===== config.mk =====
export PLATFORM = sky130hd
export DESIGN_NAME = power_monitor_reading_scaler_flat
export DESIGN_NICKNAME = d
export VERILOG_FILES = /design/src/sv/pmrs_pkg.sv /design/src/sv/pmrs_if.sv /design/src/sv/pmrs_div1000.sv /design/src/sv/power_monitor_reading_scaler.sv /design/src/flat_wrapper.sv
export SDC_FILE = /design/constraint.sdc
export NUM_CORES = 2
export LEC_CHECK = 0
export ABC_AREA = 1
export BUFFER_PORTS_ARGS = -buffer_cell sky130_fd_sc_hd__buf_4
export CORE_MARGIN = 4
export CORE_UTILIZATION = 45
export CTS_BUF_LIST = sky130_fd_sc_hd__clkbuf_8
export CTS_CLUSTER_SIZE = 20
export DETAILED_ROUTE_END_ITERATION = 8
export PLACE_DENSITY_LB_ADDON = 0.12
export SYNTH_ARGS = -nofsm -noshare
export SYNTH_HDL_FRONTEND = slang
export SYNTH_SLANG_ARGS = --single-unit

===== constraint.sdc =====
create_clock -name clk -period 11.95 [get_ports clk]
set_input_delay 0.5975 -clock clk [delete_from_list [all_inputs] [get_ports clk]]
set_output_delay 0.5975 -clock clk [all_outputs]
set_load 0.05 [all_outputs]

===== src/sv/pmrs_pkg.sv =====
`timescale 1ns / 1ps

package pmrs_pkg;

	localparam int ADDR_W     = 3;
	localparam int RAW_W      = 16;
	localparam int OUT_W      = 45;
	localparam int LSB_W      = 24;
	localparam int CFG_IDX_W  = 1;
	localparam int CFG_DATA_W = 24;

	// multiplier operands and rounding terms
	localparam int A_W     = 21;
	localparam int B_W     = LSB_W;
	localparam int P_W     = A_W + B_W;
	localparam int C_W     = 12;
	localparam int SH_W    = 2;

	// divide by 1000 through a reciprocal, exact for numerators below 2^40
	localparam int X_W       = 40;
	localparam int XH_W      = X_W / 2;
	localparam int RECIP_W   = 41;
	localparam int KL_W      = 21;
	localparam int KH_W      = RECIP_W - KL_W;
	localparam int RECIP_SH  = 50;
	localparam int Q_W       = 30;
	localparam logic [RECIP_W-1:0] RECIP_K = 41'd1125899906843;

	localparam logic [LSB_W-1:0] LSB_RESET = 24'd1000;
	localparam logic [OUT_W-1:0] OUT_MAX   = {1'b0, {(OUT_W-1){1'b1}}};

	localparam int SHUNT_MUL     = 10;
	localparam int ROUND_HALF    = 500;
	localparam int SHUNT_HALF_B  = 2000;
	localparam int SHUNT_SH_B    = 2;
	localparam int BUS_SH_A      = 3;
	localparam int BUS_LSB_A     = 4000;
	localparam int BUS_LSB_B     = 1250;
	localparam int PWR_FACTOR_A  = 20;
	localparam int PWR_FACTOR_B  = 25;

	typedef enum logic [ADDR_W-1:0] {
		ADDR_NONE    = 3'd0,
		ADDR_SHUNT   = 3'd1,
		ADDR_BUS     = 3'd2,
		ADDR_POWER   = 3'd3,
		ADDR_CURRENT = 3'd4,
		ADDR_RAW_A   = 3'd5,
		ADDR_RAW_B   = 3'd6,
		ADDR_RAW_C   = 3'd7
	} reg_addr_t;

	typedef enum logic [CFG_IDX_W-1:0] {
		CFG_CHIP_VARIANT = 1'b0,
		CFG_CURRENT_LSB  = 1'b1
	} cfg_idx_t;

	typedef struct packed {
		logic rnd;
		logic neg;
		logic bad;
	} side_t;

	typedef struct packed {
		logic s4;
		logic s5;
		logic s6;
	} div_en_t;

endpackage


===== src/sv/pmrs_if.sv =====
`timescale 1ns / 1ps

interface pmrs_in_if;
	import pmrs_pkg::*;

	logic              valid;
	logic              ready;
	logic [ADDR_W-1:0] reg_address;
	logic [RAW_W-1:0]  raw_value;

	modport source(output valid, reg_address, raw_value, input ready);
	modport sink(input valid, reg_address, raw_value, output ready);
endinterface

interface pmrs_out_if;
	import pmrs_pkg::*;

	logic                    valid;
	logic                    ready;
	logic signed [OUT_W-1:0] scaled_value;
	logic                    bad_address;

	modport source(output valid, scaled_value, bad_address, input ready);
	modport sink(input valid, scaled_value, bad_address, output ready);
endinterface


===== src/sv/pmrs_div1000.sv =====
`timescale 1ns / 1ps

module pmrs_div1000 (
	input  logic                           clk,
	input  pmrs_pkg::div_en_t              en,
	input  logic [pmrs_pkg::X_W-1:0]       x,
	output logic [pmrs_pkg::Q_W-1:0]       q
);
	import pmrs_pkg::*;

	localparam logic [KH_W-1:0] K_HI = RECIP_K[RECIP_W-1:KL_W];
	localparam logic [KL_W-1:0] K_LO = RECIP_K[KL_W-1:0];
	localparam int HH_W = XH_W + KH_W;
	localparam int HL_W = XH_W + KL_W;
	localparam int CR_W = HL_W + 1;
	localparam int T_W  = X_W + RECIP_W;

	logic [HH_W-1:0] pp_hh_s4, pp_lh_s4;
	logic [HL_W-1:0] pp_hl_s4, pp_ll_s4;
	logic [HH_W-1:0] pp_hh_s5;
	logic [HL_W-1:0] pp_ll_s5;
	logic [CR_W-1:0] cross_s5;
	logic [T_W-1:0]  total;

	// partial products of x times the reciprocal
	always_ff @(posedge clk) begin
		if (en.s4) begin
			pp_hh_s4 <= HH_W'(x[X_W-1:XH_W]) * HH_W'(K_HI);
			pp_hl_s4 <= HL_W'(x[X_W-1:XH_W]) * HL_W'(K_LO);
			pp_lh_s4 <= HH_W'(x[XH_W-1:0]) * HH_W'(K_HI);
			pp_ll_s4 <= HL_W'(x[XH_W-1:0]) * HL_W'(K_LO);
		end
	end

	// the two middle terms line up once the low-by-high one moves left a bit
	always_ff @(posedge clk) begin
		if (en.s5) begin
			pp_hh_s5 <= pp_hh_s4;
			pp_ll_s5 <= pp_ll_s4;
			cross_s5 <= CR_W'(pp_hl_s4) + CR_W'({pp_lh_s4, 1'b0});
		end
	end

	assign total = {pp_hh_s5, {(T_W-HH_W){1'b0}}}
		+ {{(T_W-CR_W-XH_W){1'b0}}, cross_s5, {XH_W{1'b0}}}
		+ {{(T_W-HL_W){1'b0}}, pp_ll_s5};

	always_ff @(posedge clk) begin
		if (en.s6) begin
			q <= total[RECIP_SH +: Q_W];
		end
	end

endmodule


===== src/sv/power_monitor_reading_scaler.sv =====
`timescale 1ns / 1ps

// channel   dir   modport      payload
// reading   in    pmrs_in_if   reg_address[2:0], raw_value[15:0]
// result    out   pmrs_out_if  scaled_value[44:0] signed, bad_address
// cfg       in    plain write  cfg_we, cfg_index[0:0], cfg_data[23:0]
//
// seven register stages, one word in per cycle while result is not stalled
// the single 21x24 multiplier and the split reciprocal multiply that divides
// by 1000 are both fully pipelined
// each stage takes a new word when it is empty or the one after it moves, so
// a stall on result fills the bubbles before reading.ready drops
// reset clears valid bits and configuration (variant 0, current step 1000 uA)

module power_monitor_reading_scaler (
	input  logic                              clk,
	input  logic                              arst_n,
	input  logic                              cfg_we,
	input  logic [pmrs_pkg::CFG_IDX_W-1:0]    cfg_index,
	input  logic [pmrs_pkg::CFG_DATA_W-1:0]   cfg_data,
	pmrs_in_if.sink                           reading,
	pmrs_out_if.source                        result
);
	import pmrs_pkg::*;

	localparam int STAGES = 7;

	logic             variant_q;
	logic [LSB_W-1:0] lsb_q;

	logic [STAGES:1] vld;
	logic [STAGES:1] rdy;

	// stage 1 inputs
	logic [RAW_W-1:0] mag;
	logic [A_W-1:0]   a_d;
	logic [B_W-1:0]   b_d;
	logic [C_W-1:0]   c_d;
	logic [SH_W-1:0]  k_d;
	side_t            side_d;

	logic [A_W-1:0]   a_s1;
	logic [B_W-1:0]   b_s1;
	logic [C_W-1:0]   c_s1, c_s2;
	logic [SH_W-1:0]  k_s1, k_s2;
	logic [P_W-1:0]   p_s2;
	logic [P_W:0]     n_s2;
	logic [OUT_W-1:0] val_s3, val_s4, val_s5, val_s6;
	side_t            side_s1, side_s2, side_s3, side_s4, side_s5, side_s6;

	logic [Q_W-1:0]   q_s6;
	div_en_t          div_en;
	logic [OUT_W-1:0] mag_q;

	logic signed [OUT_W-1:0] scaled_s7;
	logic                    bad_s7;

	always_ff @(posedge clk or negedge arst_n) begin
		if (!arst_n) begin
			variant_q <= 1'b0;
			lsb_q     <= LSB_RESET;
		end else if (cfg_we) begin
			case (cfg_idx_t'(cfg_index))
				CFG_CHIP_VARIANT: variant_q <= cfg_data[0];
				CFG_CURRENT_LSB:  lsb_q     <= cfg_data[LSB_W-1:0];
				default: ;
			endcase
		end
	end

	// stall chain: a stage loads when it is empty or its word moves on
	always_comb begin
		rdy[STAGES] = !vld[STAGES] || result.ready;
		for (int k = STAGES - 1; k >= 1; k--) begin
			rdy[k] = !vld[k] || rdy[k+1];
		end
	end

	assign reading.ready = rdy[1];

	always_ff @(posedge clk or negedge arst_n) begin
		if (!arst_n) begin
			vld <= '0;
		end else begin
			if (rdy[1]) vld[1] <= reading.valid;
			for (int k = 2; k <= STAGES; k++) begin
				if (rdy[k]) vld[k] <= vld[k-1];
			end
		end
	end

	// every conversion becomes floor(((a*b + c) >> k) / 1000), or a*b clamped to OUT_MAX
	always_comb begin
		mag    = reading.raw_value[RAW_W-1] ? RAW_W'(~reading.raw_value + 16'd1)
			: reading.raw_value;
		a_d    = '0;
		b_d    = '0;
		c_d    = C_W'(ROUND_HALF);
		k_d    = '0;
		side_d = '{rnd: 1'b0, neg: 1'b0, bad: 1'b0};
		case (reg_addr_t'(reading.reg_address))
			ADDR_SHUNT: begin
				a_d        = A_W'(mag);
				b_d        = B_W'(SHUNT_MUL);
				c_d        = variant_q ? C_W'(SHUNT_HALF_B) : C_W'(ROUND_HALF);
				k_d        = variant_q ? SH_W'(SHUNT_SH_B) : '0;
				side_d.rnd = 1'b1;
				side_d.neg = reading.raw_value[RAW_W-1];
			end
			ADDR_BUS: begin
				a_d        = variant_q ? A_W'(reading.raw_value)
					: A_W'(reading.raw_value >> BUS_SH_A);
				b_d        = variant_q ? B_W'(BUS_LSB_B) : B_W'(BUS_LSB_A);
				side_d.rnd = 1'b1;
			end
			ADDR_POWER: begin
				a_d = A_W'(reading.raw_value)
					* (variant_q ? A_W'(PWR_FACTOR_B) : A_W'(PWR_FACTOR_A));
				b_d = lsb_q;
			end
			ADDR_CURRENT: begin
				a_d        = A_W'(mag);
				b_d        = lsb_q;
				side_d.rnd = 1'b1;
				side_d.neg = reading.raw_value[RAW_W-1];
			end
			ADDR_RAW_A, ADDR_RAW_B, ADDR_RAW_C: begin
				a_d = A_W'(reading.raw_value);
				b_d = B_W'(1);
			end
			default: begin
				side_d.bad = 1'b1;
			end
		endcase
	end

	assign n_s2 = (P_W+1)'(p_s2) + (P_W+1)'(c_s2);

	always_ff @(posedge clk) begin
		if (rdy[1]) begin
			a_s1    <= a_d;
			b_s1    <= b_d;
			c_s1    <= c_d;
			k_s1    <= k_d;
			side_s1 <= side_d;
		end
		if (rdy[2]) begin
			p_s2    <= a_s1 * b_s1;
			c_s2    <= c_s1;
			k_s2    <= k_s1;
			side_s2 <= side_s1;
		end
		if (rdy[3]) begin
			if (side_s2.rnd) begin
				val_s3 <= OUT_W'(n_s2 >> k_s2);
			end else begin
				val_s3 <= (p_s2 > OUT_MAX) ? OUT_MAX : p_s2;
			end
			side_s3 <= side_s2;
		end
		if (rdy[4]) begin
			val_s4  <= val_s3;
			side_s4 <= side_s3;
		end
		if (rdy[5]) begin
			val_s5  <= val_s4;
			side_s5 <= side_s4;
		end
		if (rdy[6]) begin
			val_s6  <= val_s5;
			side_s6 <= side_s5;
		end
		if (rdy[7]) begin
			if (side_s6.rnd) begin
				scaled_s7 <= side_s6.neg ? -$signed(mag_q) : $signed(mag_q);
			end else begin
				scaled_s7 <= $signed(val_s6);
			end
			bad_s7 <= side_s6.bad;
		end
	end

	assign div_en = '{s4: rdy[4], s5: rdy[5], s6: rdy[6]};
	assign mag_q  = OUT_W'(q_s6);

	pmrs_div1000 u_div (
		.clk (clk),
		.en  (div_en),
		.x   (val_s3[X_W-1:0]),
		.q   (q_s6)
	);

	assign result.valid        = vld[STAGES];
	assign result.scaled_value = scaled_s7;
	assign result.bad_address  = bad_s7;

endmodule


===== src/flat_wrapper.sv =====
// flat-port wrapper written by rule: the top's interface ports become plain ports
module power_monitor_reading_scaler_flat import pmrs_pkg::*;
  (clk, arst_n, cfg_we, cfg_index, cfg_data, reading_valid, reading_reg_address, reading_raw_value, reading_ready, result_valid, result_scaled_value, result_bad_address, result_ready);
  pmrs_in_if reading_i ();
  pmrs_out_if result_i ();
  input  logic clk;
  input  logic arst_n;
  input  logic cfg_we;
  input  logic [pmrs_pkg::CFG_IDX_W-1:0] cfg_index;
  input  logic [pmrs_pkg::CFG_DATA_W-1:0] cfg_data;
  input wire logic [$bits(reading_i.valid)-1:0] reading_valid;
  input wire logic [$bits(reading_i.reg_address)-1:0] reading_reg_address;
  input wire logic [$bits(reading_i.raw_value)-1:0] reading_raw_value;
  output wire logic [$bits(reading_i.ready)-1:0] reading_ready;
  output wire logic [$bits(result_i.valid)-1:0] result_valid;
  output wire logic [$bits(result_i.scaled_value)-1:0] result_scaled_value;
  output wire logic [$bits(result_i.bad_address)-1:0] result_bad_address;
  input wire logic [$bits(result_i.ready)-1:0] result_ready;
  assign reading_i.valid = reading_valid;
  assign reading_i.reg_address = reading_reg_address;
  assign reading_i.raw_value = reading_raw_value;
  assign reading_ready = reading_i.ready;
  assign result_valid = result_i.valid;
  assign result_scaled_value = result_i.scaled_value;
  assign result_bad_address = result_i.bad_address;
  assign result_i.ready = result_ready;
  power_monitor_reading_scaler u_core (.clk(clk), .arst_n(arst_n), .cfg_we(cfg_we), .cfg_index(cfg_index), .cfg_data(cfg_data), .reading(reading_i), .result(result_i));
endmodule

=== Yosys cells after proc, flatten, opt, wreduce, memory -nomap -nowiden ===
Index checks and enable logic that the tools add are counted.

* Output and inout bits: 48
* Input bits: 49
* Word-level logic and storage cells: 106
* Bits in registers: 704

* Equal/unequal tests: 7
* Multiplexer cells: 14
* Multipliers: 6
* Shifts and indexed selects: 1
* Bitwise logic cells: 2
* Reduce and logical (&&, ||, !) cells: 21
* Add/sub/neg operators: 6
* Magnitude comparators: 1

{| class="wikitable"
|+ Operators by type and width
! cell !! count
|-
| $mux W45 || 4
|-
| $pmux W24 S4 || 1
|-
| $pmux W21 S4 || 1
|-
| $mul A20 B21 Y41 const B || 2
|-
| $add A80 B41 Y80 || 1
|-
| $add A80 B62 Y80 || 1
|-
| $add A45 B12 Y46 || 1
|-
| $shr A46 B2 Y45 || 1
|-
| $gt A45 B44 Y1 const B || 1
|-
| $mul A21 B24 Y45 || 1
|-
| $neg A30 Y45 || 1
|-
| $add A41 B41 Y42 || 1
|-
| $mul A20 B19 Y39 const B || 1
|-
| $mul A20 B19 Y38 const B || 1
|-
| $mux W16 || 2
|-
| $mul A16 B21 Y21 || 1
|-
| $add A16 B1 Y16 const B || 1
|-
| $not A16 Y16 || 1
|-
| $eq A3 B3 Y1 const B || 4
|-
| $mux W12 || 1
|-
| $mux W11 || 1
|-
| $logic_not A1 Y1 || 7
|-
| $logic_or A1 B1 Y1 || 7
|-
| $reduce_or A7 Y1 || 1
|-
| other kinds (9) || 14
|}

=== Depth between registers and ports, before layout ===
* Word-level depth: 8
* Depth in mapped cells: 29
* Gate-level depth less buffers: 28

=== Cells and area by module ===
From an unflattened synthesis, not the netlist that was laid out.

* Cells, all modules: 9476
* Area total of the unflattened synthesis: 78679.2 um^2

{| class="wikitable"
|+ By module, submodules not included
! module !! cells an instance !! instances !! sequential area each (um^2) !! area an instance (um^2)
|-
| pmrs_div1000 || 5074 || 1 || 7957.6 || 42196.7
|-
| power_monitor_reading_scaler || 4402 || 1 || 10958.0 || 36482.5
|}

=== Least setup slack after synthesis ===
Ideal clock, no wire load.

* Path type: reg2reg
* Start point: register u_core.vld[7] in the netlist's numbering
* End point: register u_core.side_s4[0] in the netlist's numbering, enable pin
* Period minus slack after synthesis: 9.350 ns
* Setup time: 0.533 ns
* Arrival: 8.817 ns
* Path buffers: 0
* Slack: 2.600 ns
* Data required time: 11.417 ns
* Stages on the path, launching flop included: 8
* Cells stage by stage: dfrtp_1 inv_1 nor2_1 inv_1 nor2_1 nand2_1 nor2_1 inv_1

{| class="wikitable"
|+ RTL lines
! element !! RTL line !! text
|-
| start: declaration || power_monitor_reading_scaler.sv:31 || <nowiki>logic [STAGES:1] vld;</nowiki>
|-
| start signal: indexed assignment || power_monitor_reading_scaler.sv:87 || <nowiki>if (rdy[k]) vld[k] <= vld[k-1];</nowiki>
|-
| end signal: assignment || power_monitor_reading_scaler.sv:163 || <nowiki>side_s4 <= side_s3;</nowiki>
|-
| end: declaration || power_monitor_reading_scaler.sv:49 || <nowiki>side_t side_s1, side_s2, side_s3, side_s4, side_s5, side_s6;</nowiki>
|}

=== Final worst setup path ===
* Start point: register u_core.a_s1[8]
* End point: register u_core.p_s2[39] (data pin)

* Longest elaborated chain between the ends: 1

{| class="wikitable"
|+ RTL lines
! element !! RTL line !! text
|-
| start: declaration || power_monitor_reading_scaler.sv:42 || <nowiki>logic [A_W-1:0] a_s1;</nowiki>
|-
| start signal: assignment || power_monitor_reading_scaler.sv:141 || <nowiki>a_s1 <= a_d;</nowiki>
|-
| $mul A21 B24 Y45 || power_monitor_reading_scaler.sv:148 || <nowiki>p_s2 <= a_s1 * b_s1;</nowiki>
|-
| end signal: assignment || power_monitor_reading_scaler.sv:148 ||
|-
| end: declaration || power_monitor_reading_scaler.sv:46 || <nowiki>logic [P_W-1:0] p_s2;</nowiki>
|}

Every way passes these cells.
A chain may end at the register's enable or synchronous reset.

==> summary.txt <==
======================================================================================
Iteration-0 DRC Markers .................................................        3,917
Mapped Avg Cell Area ....................................................    8.254 µm²
Post_cts resized ........................................................            0
Residual DRC ............................................................            0
Number of buffers on the longest clock path .............................            3
Overall die area ........................................................  181,800 µm²
Top Family by Delay on Critical Path ....................................  adder cells
Library cell contributing the largest single delay on the critical path . sky130_fd_sc_hd__edfxtp_1
First-pass iteration count of the detailed router .......................            7
RSZ-0062 raised after global routing ....................................           no
Clock Skew ..............................................................     65.25 ps
Worst hold slack across all endpoints ...................................     195.0 ps
Setup crit end kind .....................................................     register
Number of warning messages in the yosys log .............................            0
Post-synthesis register bit count .......................................          632
Overflow left after global routing ......................................            0
Die Y ...................................................................     426.4 µm
Vias per inst ...........................................................        5.087
Worst setup path class ..................................................   reg -> reg
Die extent in x .........................................................     426.4 µm
Total number of H-tree levels ...........................................            3
Worst setup path start .................................................. u_core.a_s1[8]
Number of library cell types mapped by synthesis ........................           56
# setup viols final .....................................................            0
Buffering stage count on the worst path with inverters included .........            4
Final hold violations ...................................................            0
Crit path time final ....................................................      7040 ps
Chain of cells forming the critical path ................................ nand2_1 > fa_1 > fa_1 > fa_1 > fa_1 > inv_1 > fa_1 > fa_1 > inv_1 > fa_1 > inv_1 > ha_1 > nand2_1 > nand2_1 > inv_1 > o21ai_0 > a21oi_1 > nand3_1 > nand2_1 > nand2_1 > nand2_1 > nand2_1
Gpl congestion ..........................................................       0.9181
Worst setup SP type .....................................................     register
Number of buffers inserted by hold repair at cts ........................           29
Count of mapped cells out of synthesis ..................................        9,542
Cell at the root of the clock tree ...................................... sky130_fd_sc_hd__clkbuf_8
Detailed placer's ending HPWL ...........................................   206,500 µm
Share of layout cells above drive strength 1 ............................       4.312%
Number of global-route vias before repair ...............................       64,120
Transition time of the tightest slew-check pin ..........................      1236 ps
Maximum net fanout on the critical path .................................           24
Final Cycle Share .......................................................       58.91%
Area used by multi-input combinational logic ............................   50,730 µm²
Total I/O pin count .....................................................           97
Highest clock frequency the design can meet .............................   0.1420 GHz
Critical path data arrival time .........................................      7680 ps
All-Layer GR Usage ......................................................       27.77%
Required time of the critical path ......................................    12,590 ps
Number of flops mapped to enable cells by yosys .........................          600
Post-Route WL ...........................................................   247,200 µm
Placeable Area ..........................................................  174,000 µm²
CTS Buf Count ...........................................................          113
Asr flop ratio synth ....................................................       5.063%
Final slew viol count ...................................................            0
Launching point of the worst reg2reg path ............................... u_core.a_s1[8]
Net count, final ........................................................       11,630
Min-Delay Startpoint .................................................... reading_reg_address[0]
Fillers .................................................................       17,110
Worst min path class ....................................................    in -> reg
Antenna violations before repair ........................................           14
Outcome ................................................................. complete, no violations
Clock-pin slew on the worst setup and hold paths ........................        70 ps
Number of sinks driven by the clock tree ................................          632
TritonCTS clock tree ....................................................        built
Worst max-slew margin expressed relative to the limit ...................       17.62%
Detailed-route via count ................................................       61,730
Worst-skew pair later-pin latency .......................................       870 ps
Number of routed nets with antenna violations ...........................            0
Storage cell area .......................................................   18,830 µm²
Most common flop cell mapped by yosys ................................... sky130_fd_sc_hd__edfxtp_1
Row count ...............................................................          153
Setup fix buffers added after clock tree synthesis ......................            0
Portion of the post-synthesis area used by sequential elements ..........       23.90%
Initial core utilization ................................................       45.26%
Crit path largest cell delay ............................................      1170 ps
Post-synth design cell area .............................................   78,760 µm²
Post-detailed-placement cell area .......................................   82,380 µm²
First-pass GRT wire length ..............................................   381,900 µm
Detail-routed net length per standard cell ..............................     20.37 µm
Max-cap violation count .................................................            0
Area added between synthesis and finish .................................       8.016%
Total Negative Setup Slacks .............................................         0 ps
Maximum number of pins on one net before global-route repair ............           73
Number of I/O port buffers ..............................................           96
Final design instance area without fill .................................   85,070 µm²
======================================================================================
[stage by stage]
step	utilization, %	instances	setup slack (ps)
after floorplan	-	9543	2600
after global placement	47.34	11900	4799
after detailed placement	47.34	11900	4835
after CTS	48.89	12130	4836
after global routing	48.89	12140	4563
final	48.89	12140	4910
[placed cells by master, fill, tap and decap left out, types with 57 or more instances in the layout]
master,n
sky130_fd_sc_hd__nor2_1,606
sky130_fd_sc_hd__a21oi_1,360
sky130_fd_sc_hd__nand2_1,2432
sky130_fd_sc_hd__nor3_1,57
sky130_fd_sc_hd__o21ai_0,254
sky130_fd_sc_hd__clkbuf_8,114
sky130_fd_sc_hd__xor2_1,125
sky130_fd_sc_hd__ha_1,944
sky130_fd_sc_hd__edfxtp_1,600
sky130_fd_sc_hd__nand3_1,411
sky130_fd_sc_hd__nand4_1,74
sky130_fd_sc_hd__buf_4,161
sky130_fd_sc_hd__fa_1,919
sky130_fd_sc_hd__inv_1,2343
[tightest hold or removal path, delay by kind of cell]
kind	cells	cell delay, ps
buffers and inverters	2	150
AND/OR/NAND/NOR	2	110
[kinds of logic (layout without fill, tap and decap cells)]
logic type	after synthesis	count (layout)	synth area share [%]
AOI/OAI and AO/OA	728	728	5.007
xor gates and xnor gates	157	157	1.746
adders and majority gates	1863	1863	38.36
buffers and inverters	2452	2718	11.71
DFF	632	632	23.90
muxes	9	9	0.1287
other	1	4	0.004761
and+or+nand+nor	3700	3700	19.15
[registers in the layout, summed over array words and instances, names as in the netlist, 7 cells and up]
name / count
u_core.lsb_q: 24
u_core.u_div.pp_hh_s5: 36
u_core.u_div.pp_ll_s5: 22
u_core.u_div.pp_lh_s4: 36
u_core.a_s1: 21
u_core.result.scaled_value: 45
u_core.val_s3: 45
u_core.val_s4: 43
u_core.u_div.cross_s5: 42
u_core.val_s5: 43
u_core.u_div.pp_ll_s4: 24
u_core.vld: 7
u_core.b_s1: 24
u_core.u_div.q: 30
u_core.val_s6: 45
u_core.p_s2: 45
u_core.u_div.pp_hh_s4: 35
u_core.u_div.pp_hl_s4: 41
[metal layers]
layer / global-route usage, % / vias to the layer above / part of all wire [%]
met5: 0 / - / 0.011
met4: 8.860 / 4 / 3.4
met3: 3.631 / 371 / 5.0
met2: 48.52 / 1635 / 49
met1: 35.70 / 29960 / 42
li1: - / 29760 / -
[synth_stat cells, types with 4 or more instances]
master | instances | share of area [%]
sky130_fd_sc_hd__nor4_1 | 8 | 0.064
sky130_fd_sc_hd__and2_1 | 6 | 0.048
sky130_fd_sc_hd__ha_1 | 944 | 15
sky130_fd_sc_hd__inv_2 | 6 | 0.029
sky130_fd_sc_hd__a31oi_1 | 7 | 0.056
sky130_fd_sc_hd__nor2_4 | 7 | 0.10
sky130_fd_sc_hd__a21o_1 | 24 | 0.23
sky130_fd_sc_hd__or2_2 | 14 | 0.11
sky130_fd_sc_hd__nor3_1 | 57 | 0.36
sky130_fd_sc_hd__inv_1 | 2311 | 11
sky130_fd_sc_hd__nand3_1 | 411 | 2.6
sky130_fd_sc_hd__o211ai_1 | 9 | 0.086
sky130_fd_sc_hd__o21a_1 | 22 | 0.21
sky130_fd_sc_hd__dfrtp_1 | 26 | 0.83
sky130_fd_sc_hd__xor2_1 | 125 | 1.4
sky130_fd_sc_hd__nand2b_1 | 4 | 0.032
sky130_fd_sc_hd__nand3b_1 | 13 | 0.12
sky130_fd_sc_hd__a21oi_1 | 360 | 2.3
sky130_fd_sc_hd__clkbuf_1 | 118 | 0.56
sky130_fd_sc_hd__o21bai_1 | 26 | 0.25
sky130_fd_sc_hd__dfstp_2 | 6 | 0.20
sky130_fd_sc_hd__buf_2 | 14 | 0.089
sky130_fd_sc_hd__fa_1 | 919 | 23
sky130_fd_sc_hd__nand4_1 | 74 | 0.59
sky130_fd_sc_hd__edfxtp_1 | 600 | 23
sky130_fd_sc_hd__nand2_1 | 2435 | 12
sky130_fd_sc_hd__nor2_1 | 607 | 2.9
sky130_fd_sc_hd__o2111ai_1 | 6 | 0.067
sky130_fd_sc_hd__nor3_2 | 6 | 0.076
sky130_fd_sc_hd__nor2_2 | 19 | 0.15
sky130_fd_sc_hd__nand2_2 | 24 | 0.19
sky130_fd_sc_hd__a21boi_0 | 7 | 0.067
sky130_fd_sc_hd__mux2_2 | 9 | 0.13
sky130_fd_sc_hd__xnor2_1 | 32 | 0.36
sky130_fd_sc_hd__o21ai_0 | 254 | 1.6
[path summary, 6_finish.rpt]
check / to / slack (ps) / cells after the start
worst max-delay path: u_core.p_s2[39] / 4910 / 22
worst min-delay path: u_core.side_s1[0] / 200 / 4
max in group asynchronous: u_core.vld[4] / 11170 / 2
worst max register to register: u_core.p_s2[39] / 4910 / 22
worst min register to register: u_core.u_div.pp_hh_s5[27] / 400 / 0
min in group asynchronous: u_core.lsb_q[19] / 290 / 2
[layout make-up]
class | count | area share (%)
multi-input combinational | 6459 | 59.63
antenna | 2 | 0.005883
tap | 2325 | 3.419
clock inverter | 96 | 0.9721
inverter | 2318 | 10.23
timing repair buffer | 190 | 1.762
sequential | 632 | 22.13
clock buffer | 114 | 1.844
Power is left out: the tool's default activity adds up to more than one toggle a clock period on the data nets, which glitch-free logic cannot reach.
